`src/rtl/irac_pkg.sv`:
```
// Shared types and constants for the interval reservation admission core.
`timescale 1ns / 1ps

package irac_pkg;

    localparam int AMT_W  = 31;
    localparam int SLOT_W = 10;
    localparam int CNT_W  = 32;

    localparam logic REQ_LOAD    = 1'b0;
    localparam logic REQ_RESERVE = 1'b1;

    localparam logic [CNT_W-1:0] CNT_MAX = {CNT_W{1'b1}};

    typedef enum logic [1:0] {
        STAT_LOADED  = 2'd0,
        STAT_GRANTED = 2'd1,
        STAT_REFUSED = 2'd2,
        STAT_FROZEN  = 2'd3
    } t_status;

    typedef enum logic [1:0] {
        ST_IDLE,
        ST_LOAD,
        ST_CHECK,
        ST_FROZEN
    } t_state;

    // Command broadcast from the sequencer to every slot cell.
    typedef struct packed {
        logic              load_en;
        logic              apply_en;
        logic [AMT_W-1:0]  amount;
        logic [SLOT_W-1:0] first;
        logic [SLOT_W-1:0] last;
    } t_cell_cmd;

endpackage

```
`src/rtl/irac_cell.sv`:
```
// One slot cell: holds a remaining-capacity count and forwards the shortfall flag.
`timescale 1ns / 1ps

module irac_cell import irac_pkg::*; #(
    parameter int IDX_W    = 10,
    parameter int CELL_IDX = 0
) (
    input  logic      i_clk,
    input  logic      i_rst_n,
    input  t_cell_cmd i_cmd,
    input  logic      i_fail,
    output logic      o_fail
);

    localparam int CMP_W = (IDX_W > SLOT_W) ? IDX_W : SLOT_W;
    localparam logic [CMP_W-1:0] MY_IDX = CMP_W'(CELL_IDX);

    logic [CNT_W-1:0] r_count;
    logic             r_fail;
    logic             w_hit;
    logic             w_in_range;
    logic             w_short;

    assign w_hit      = (CMP_W'(i_cmd.first) == MY_IDX);
    assign w_in_range = (CMP_W'(i_cmd.first) <= MY_IDX) && (MY_IDX <= CMP_W'(i_cmd.last));
    assign w_short    = w_in_range && (r_count < CNT_W'(i_cmd.amount));

    // Slot count: load on an address match, take the amount off when a grant applies
    always_ff @(posedge i_clk) begin
        if (i_cmd.load_en && w_hit) begin
            r_count <= CNT_W'(i_cmd.amount);
        end else if (i_cmd.apply_en && w_in_range) begin
            r_count <= r_count - CNT_W'(i_cmd.amount);
        end
    end

    // Merge own shortfall into the flag from the upstream neighbour
    always_ff @(posedge i_clk) begin
        if (!i_rst_n) begin
            r_fail <= 1'b0;
        end else begin
            r_fail <= i_fail | w_short;
        end
    end

    assign o_fail = r_fail;

endmodule

```
`config.mk`:
```
export PLATFORM = sky130hd
export DESIGN_NAME = irac_cell
export DESIGN_NICKNAME = d
export VERILOG_FILES = /design/src/rtl/irac_pkg.sv /design/src/rtl/irac_cell.sv
export SDC_FILE = /design/constraint.sdc
export NUM_CORES = 1
export LEC_CHECK = 0
export BUFFER_PORTS_ARGS = -buffer_cell sky130_fd_sc_hd__buf_2
export CAP_MARGIN = 20
export CORE_ASPECT_RATIO = 1.2
export CORE_MARGIN = 4
export CORE_UTILIZATION = 50
export DETAILED_ROUTE_END_ITERATION = 12
export PLACE_DENSITY = 0.74
export REMOVE_ABC_BUFFERS = 1
export SYNTH_ARGS = -nofsm -noshare
export SYNTH_HDL_FRONTEND = slang
export SYNTH_SLANG_ARGS = --single-unit
export TNS_END_PERCENT = 50
```
`constraint.sdc`:
```
create_clock -name i_clk -period 6.12 [get_ports i_clk]
set_clock_uncertainty 0.15 [all_clocks]
set_input_delay 0 -clock i_clk [delete_from_list [all_inputs] [get_ports i_clk]]
set_output_delay 0 -clock i_clk [all_outputs]
set_load 0.01 [all_outputs]
```
; Word level (Yosys, flattened, before mapping)
; Index checks and enable logic that the tools add are counted.
[word_totals]
elab_cells = 16
ff_bits = 33
[op_classes]
magnitude_cmp = 3
mux = 2
bitwise = 1
n_reduce_logical = 6
n_addsub = 1
[ops]
columns = cell, count
row1 = two-way mux 31 bit, 2
row2 = < comparator 32 x 31 -> 1 bit, 1
row3 = subtractor 32 x 31 -> 32 bit, 1
row4 = <= comparator 1 x 10 -> 1 bit (first input constant), 1
row5 = <= comparator 10 x 1 -> 1 bit (second input constant), 1
row6 = logical NOT 10 bit, 1
row7 = logical AND 1 bit, 4
row8 = nonzero test 2 bit, 1
row9 = OR 1 bit, 1

; Logic depth before layout (Yosys ltp)
; Gate-level depths: netlist of run 1.
[depth]
depth_word = 5
ltp_mapped = 10
mapped_depth_nobuf = 10

; Least setup slack after synthesis of run 1
; Ideal clock, no wire load.
[synth_path]
path_type = reg-to-reg
startpoint = register r_count[15]
endpoint = register r_count[28] (data pin)
path_slack_ns = 3.350
synth_period_minus_slack_ns = 2.770
t_arrival_ns = 2.363
t_required_ns = 5.713
stages_incl_launch_ff = 9
cell_sequence = edfxtp_1 > ha_1 > a21oi_4 > nor2_2 > or4_4 > a21o_1 > o31a_1 > or4_1 > o2111a_1
[synth_between]
elab_chain_cells = 3
[synth_lines]
columns = element, line
row1 = "start, declared", irac_cell.sv:18  ; logic [CNT_W-1:0] r_count;
row2 = "start signal, assigned", irac_cell.sv:31  ; r_count <= CNT_W'(i_cmd.amount);
row3 = "start signal, assigned", irac_cell.sv:33  ; r_count <= r_count - CNT_W'(i_cmd.amount);
row4 = subtractor 32 x 31 -> 32 bit, irac_cell.sv:33
row5 = two-way mux 31 bit, irac_cell.sv:32  ; end else if (i_cmd.apply_en && w_in_range) begin
row6 = two-way mux 31 bit, irac_cell.sv:30  ; if (i_cmd.load_en && w_hit) begin
; Every way passes these cells. The select of a mux whose other input is x is not followed.
; A chain may end at the register's enable or synchronous reset.

; Final worst setup path of run 1
[layout_path]
startpoint = input i_cmd[20] (netlist name)
endpoint = register r_fail (netlist: o_fail)
[layout_between]
elab_chain_cells = 3
[layout_lines]
columns = element, line
row1 = "start, declared", irac_cell.sv:10  ; input t_cell_cmd i_cmd,
row2 = < comparator 32 x 31 -> 1 bit, irac_cell.sv:26  ; assign w_short = w_in_range && (r_count < CNT_W'(i_cmd.amount));
row3 = logical AND 1 bit, irac_cell.sv:26
row4 = OR 1 bit, irac_cell.sv:42  ; r_fail <= i_fail | w_short;
row5 = "end signal, assigned", irac_cell.sv:42
row6 = "end, declared", irac_cell.sv:19  ; logic r_fail;
; Every way passes these cells.

==> flow_summary.toml, run 1 <==
[status]
outcome = "completed"

[clocking]
cts_root_buffer = "clkbuf_8"
worstSkewPairLatency_ps = 290
cts_buffer_depth = 2
postCtsSetupBuffers = 0
cts_buffers = 5
ctsHtreeMaxLevel = 2
cts_sinks = 33
cts_tree = "yes"
cts-resized-gates = 0
clk_pin_slew_worst_paths_ps = 80

[grt]
grt_pass1_vias = 3125
grt_use_total = 0.205
grt_pass1_wl_mm = 13.2
antenna_found_initial = 0
grt_start_max_net_pins = 47
overflow = 0

[flow_run]
max_cap_violations = 0

[timing]
setup_viol = 0
rsz0062_at_grt = "no"
fin_ws_ps = 3060
timing.final.crit_period_ps = 3060
period_share = 0.500
hold_violations = 0
drv_slew = 0
max-slew-margin-rel = 0.652
max_clock_freq_ghz = 0.327
tightest_slew_ps = 522
final.setup.tns_ps = 0

[placed_design]
portBuffers = 46
pre_cts_ws_ps = 3100
hpwl_mm = 5.78
gp_congestion = 0.871

[final_layout]
layout-drive-gt1-share = 0.130
fill_cells = 573
diodes = 0
multi_input_area_um2 = 2120
regArea_um2 = 971
syn_to_final_growth_pct = 21.8
final_nets = 572

[drt]
wl_per_cell_um = 13.7
finalWirelength_mm = 7.82
drt_iter0_markers = 168
drtAntennaViolNets = 0
post-route-drc-count = 0
vias_per_cell = 5.63
via_count = 3208
firstDrtPassIters = 4

[synthesis]
seq_area_frac_synth = 0.297
avgSynthCellArea_um2 = 8.04
synth_area_um2 = 3270
synthArstFlopShare = 0
synth_seq_cells = 33
synth_edf_count = 31
synth_cell_types = 61
synth-warning-count = 0
synthFlopType = "edfxtp_1"
syn_inst = 407

[pwr]
leakagePower_nw = 1.77
p_sw_frac = 0.294
cellPowerDensity_nw_per_um2 = 143
p_sw_mw = 0.168
pwr-share-comb = 0.265
clockPowerShare = 0.297
vdd_drop_max_v = 0.0000828
p_int_mw = 0.404
power_frac_seq = 0.438

[die]
die_y_um = 96.6
start_util = 0.511
io-pin-count = 57
coreArea_um2 = 6410
die_w_um = 81.9
dieArea_um2 = 7910
num_rows = 32

[worst_setup_path]
required_ps = 6150
crit_type = "in -> reg"
critPathMaxFanout = 4
critPathCaptureType = "register"
startpoint_type = "primary input"
critical_path_arrival_ps = 3100

[hold_path]
hp-class = "in -> reg"
[final timing paths]
path                            slack [ps]                startpoint  cells past startpoint                        to
worst min register to register         350  r_count[31]$_SDFFE_PP0P_                      2  r_count[31]$_SDFFE_PP0P_
worst max-delay path                  3060                 i_cmd[20]                     12         o_fail$_SDFF_PN0_
worst max register to register        3070      r_count[0]$_DFFE_PP_                     10     r_count[28]$_DFFE_PP_
worst min-delay path                    20                 i_cmd[51]                      4  r_count[31]$_SDFFE_PP0P_
[layer usage]
layer  global-route usage  part of all wire  vias up
met4               0.0524             0.012        0
met3               0.0372             0.051        7
met5                    0                 0        -
met2                0.363              0.51       77
li1                     -                 -     1661
met1                0.249              0.43     1463
[final cells by class]
cell class / instances / area share
Clock buffer: 7 / 0.0191
Clock inverter: 1 / 0.00126
Inverter: 38 / 0.0358
Multi-Input combinational cell: 326 / 0.531
Sequential cell: 33 / 0.243
Tap cell: 85 / 0.0267
Timing Repair Buffer: 80 / 0.143
[synthesized netlist by cell type, types with 2 or more instances]
master,instances,area [µm²]
nor2_1,38,143
a221oi_1,2,17.5
o21ai_1,9,45.0
a21o_1,12,90.1
clkbuf_1,8,30.0
nand3_1,10,50.1
nor3_1,7,35.0
o22ai_1,2,12.5
a21oi_1,47,235
ha_1,31,388
o31a_1,2,17.5
nand4_1,7,43.8
nand2_1,44,165
o211ai_1,2,15.0
xor2_1,7,61.3
nor4_1,6,37.5
or3_1,3,18.8
and4_1,2,17.5
dfxtp_1,2,40.0
o21bai_1,3,22.5
mux2i_1,2,20.0
o21ai_0,23,115
and2_1,2,12.5
o21a_1,7,52.6
a211oi_1,6,45.0
inv_1,38,143
o31ai_1,3,22.5
nor2b_1,4,25.0
xnor2_1,11,96.3
nor4b_1,3,26.3
a31oi_1,3,18.8
nand2b_1,2,12.5
edfxtp_1,31,931
[cells in the final DEF (no fill, tap or decap), types with 3 or more instances in the layout]
master / synthesis / layout
nand2_1: 44 / 44
a21o_1: 12 / 12
nor4_1: 6 / 6
clkbuf_8: 0 / 5
o21ai_0: 23 / 23
nand4_1: 7 / 7
or3_1: 3 / 3
o21ai_1: 9 / 9
a21oi_1: 47 / 47
edfxtp_1: 31 / 31
a31oi_1: 3 / 3
nor4b_1: 3 / 3
o21bai_1: 3 / 3
nor2b_1: 4 / 4
nor2_1: 38 / 37
xnor2_1: 11 / 11
nand3_1: 10 / 10
xor2_1: 7 / 7
inv_1: 38 / 38
o31ai_1: 3 / 3
dlygate4sd3_1: 0 / 31
buf_2: 1 / 46
o21a_1: 7 / 7
ha_1: 31 / 31
a211oi_1: 6 / 6
nor3_1: 7 / 7
[repair_timing]
item,4_1_cts,5_1_grt
hold endpoints to repair,29,0
hold buffers,31,0
endpoints found under the setup margin,0,0
[sequential cells by signal (all words and copies together), names as in the netlist]
register  flops
o_fail        1
r_count      32
[per-stage QoR]
step | total power, mW | util | hold slack, ps | instances | cell area, µm²
after CTS | 0.575 | 0.620 | 17.3 | 569 | 3970
after global placement | 0.387 | 0.559 | 49.8 | 530 | 3580
after detailed placement | 0.390 | 0.559 | 64.2 | 530 | 3580
after floorplan | 0.353 | - | -35.4 | 397 | 3230
after global routing | 0.605 | 0.622 | 48.2 | 570 | 3990
final | 0.572 | 0.622 | 20.2 | 570 | 3990
[logic make-up after synthesis]
kind of cell / synth area share
simple gates: 0.203
mux: 0.00612
flops: 0.297
buf+inv: 0.0577
fa+ha+maj: 0.125
compound gates: 0.264
xor+xnor: 0.0482
[worst max-delay path, cell delays in order]
cell           delay [ps]
dlygate4sd3_1         540
buf_2                 130
ha_1                  220
fa_1                  410
nor2b_1               200
o31ai_2               120
a311o_1               360
a21oi_1               200
o31ai_1               120
a21oi_1               170
o21ai_1                70
dlygate4sd3_1         540
[power groups by stage]
stage | clock network [mW] | registers (mW) | logic, mW
2_1_floorplan | 0 | 0.256 | 0.0971
6_report | 0.170 | 0.251 | 0.151
3_5_place_dp | 0 | 0.256 | 0.135
4_1_cts | 0.174 | 0.251 | 0.151
5_1_grt | 0.184 | 0.251 | 0.171
3_3_place_gp | 0 | 0.256 | 0.131
No activity file was read; power rests on OpenSTA's default activity.
==> run 2: changes to the inputs <==
clock period = 3 ns   (was 6.12 ns; I/O delays follow)
==> run 2 against run 1 <==
Core utilization grew 1.2 points. Final cell count grew 1.2%. Sequential power grew 100%. Total power grew 120%. Register-to-register slack lost 3000 ps. Global-route usage grew 0.57 points. Combinational power grew 110%. Sequential share of layout area shrank 0.46 points. Critical path type is now reg -> reg.
==> flow_summary.toml, run 2 (synthesized netlist as in run 1, its figures left out) <==
[status]
outcome = "completed"

[clocking]
cts_buffer_depth = 2
clk_pin_slew_worst_paths_ps = 80
worstSkewPairLatency_ps = 290
cts_root_buffer = "clkbuf_8"
cts_buffers = 5
postCtsSetupBuffers = 0
cts_sinks = 33
ctsHtreeMaxLevel = 2
cts_tree = "yes"

[hold_path]
hp-class = "in -> reg"
min_to = "r_count[31]$_SDFFE_PP0P_"
hold_path_depth = 4
min_from = "i_cmd[51]"

[final_layout]
diodes = 0
final_common_cell = "a21oi_1"
layout-drive-gt1-share = 0.144
fin_util = 0.635
final_cell_count_no_fill = 577
largest_reg_flops = 32
final_nets = 579
fin_area_um2 = 4070
syn_to_final_growth_pct = 24.2
final_cell_mix = "a21oi_1, buf_2, nand2_1"
largest-register = "r_count"

[pwr]
p_int_mw = 0.911
cellPowerDensity_nw_per_um2 = 307
p_sw_mw = 0.338
vdd_drop_max_v = 0.000161
p_sw_frac = 0.271
clockPowerShare = 0.338
power_frac_seq = 0.410
pwr-share-comb = 0.252
power.total_mw = 1.25
leakagePower_nw = 1.80

[timing]
setup_viol = 0
whs_ps = 20.6
drv_slew = 0
final.setup.tns_ps = 0
fin_ws_ps = 110
rsz0062_at_grt = "no"
tightest_slew_ps = 454
max-slew-margin-rel = 0.697
max_clock_freq_ghz = 0.346
timing.final.crit_period_ps = 2890
hold_violations = 0
period_share = 0.963

[grt]
grt_pass1_vias = 3131
grt_use_total = 0.211
overflow = 0
grt_start_max_net_pins = 47
antenna_found_initial = 0
grt_pass1_wl_mm = 13.6

[die]
coreArea_um2 = 6410
start_util = 0.511
num_rows = 32
die_w_um = 81.9
dieArea_um2 = 7910
io-pin-count = 57
die_y_um = 96.6

[worst_setup_path]
critPathCaptureType = "register"
cpPeakStageDelay_ps = 480
critPathMaxFanout = 5
required_ps = 2910
r2r-end = "r_count[28]$_DFFE_PP_"
critical_path_arrival_ps = 2790
startpoint_type = "register"
worst_path_max_delay_cell = "or4_4"
worstPathCellList = "ha_1, a21oi_4, nor2_2, or4_4, a21o_1, o31a_1, or4_1, o2111a_1"
rrSetupSlack_ps = 110
rr_worst_depth = 8
r2r_start = "r_count[15]$_DFFE_PP_"
crit_type = "reg -> reg"

[placed_design]
gp_congestion = 0.902
placed_area_um2 = 3630
pre_cts_ws_ps = 107
portBuffers = 46
dpl.cell_count = 537
hpwl_mm = 5.88

[drt]
via_count = 3208
drtAntennaViolNets = 0
wl_per_cell_um = 13.8
finalWirelength_mm = 7.96
firstDrtPassIters = 4
post-route-drc-count = 0
drt_iter0_markers = 143
vias_per_cell = 5.56

[flow_run]
max_cap_violations = 0
## run 2: cell count changes in the layout (fill, tap and decap cells not counted)
cell	previous run	this run
buf_4	2	9
buf_8	1	0
bufinv_16	0	1
clkbuf_1	2	1
clkinv_1	0	1
clkinv_2	1	0
dlygate4sd3_1	31	32
ha_1	31	29
ha_2	0	2
## run 2: worst max path at each step
stage | start | to | cells past startpoint
2_1_floorplan | r_count[15]$_DFFE_PP_ | r_count[28]$_DFFE_PP_ | 8
3_3_place_gp | r_count[15]$_DFFE_PP_ | r_count[28]$_DFFE_PP_ | 8
3_5_place_dp | r_count[17]$_DFFE_PP_ | r_count[28]$_DFFE_PP_ | 8
4_1_cts | r_count[17]$_DFFE_PP_ | r_count[28]$_DFFE_PP_ | 8
5_1_grt | i_cmd[35] | r_count[28]$_DFFE_PP_ | 11
6_report | r_count[15]$_DFFE_PP_ | r_count[28]$_DFFE_PP_ | 8
## run 2: layer usage
layer | vias up | share of wire | GRT usage
li1 | 1671 | - | -
met1 | 1461 | 0.45 | 0.265
met2 | 65 | 0.50 | 0.365
met3 | 11 | 0.041 | 0.0298
met4 | 0 | 0.016 | 0.0614
met5 | - | 0 | 0
## run 2: worst max-delay path, delay by kind of cell, from the launching register on
family / cells / cell delay (ps)
AO/OA/AOI/OAI: 4 / 820
adder cells (fa/ha/maj): 1 / 380
flip-flops: 1 / 380
AND/OR/NAND/NOR: 3 / 920
## run 2: area by class of cell
cell class	instances	area [µm²]
fillers	580	2340
multi-input cells	326	2120
flip-flops and latches	33	971
repair buffers	87	618
inverters	38	143
well taps	85	106
clock buffers	6	72.6
clock inverters	2	33.8
## run 2: repair_timing
| item | CTS | global route |
|---|---|---|
| resized for setup | 0 | 2 |
| endpoints found under the hold margin | 30 | 0 |
| hold buffers | 32 | 0 |
| endpoints found under the setup margin | 0 | 1 |
## run 2: power groups by stage
stage	Clock [mW]	Sequential [mW]	Combinational [mW]
2_1_floorplan	0	0.522	0.198
3_3_place_gp	0	0.522	0.273
3_5_place_dp	0	0.522	0.279
4_1_cts	0.431	0.511	0.314
5_1_grt	0.443	0.511	0.355
6_report	0.422	0.511	0.315
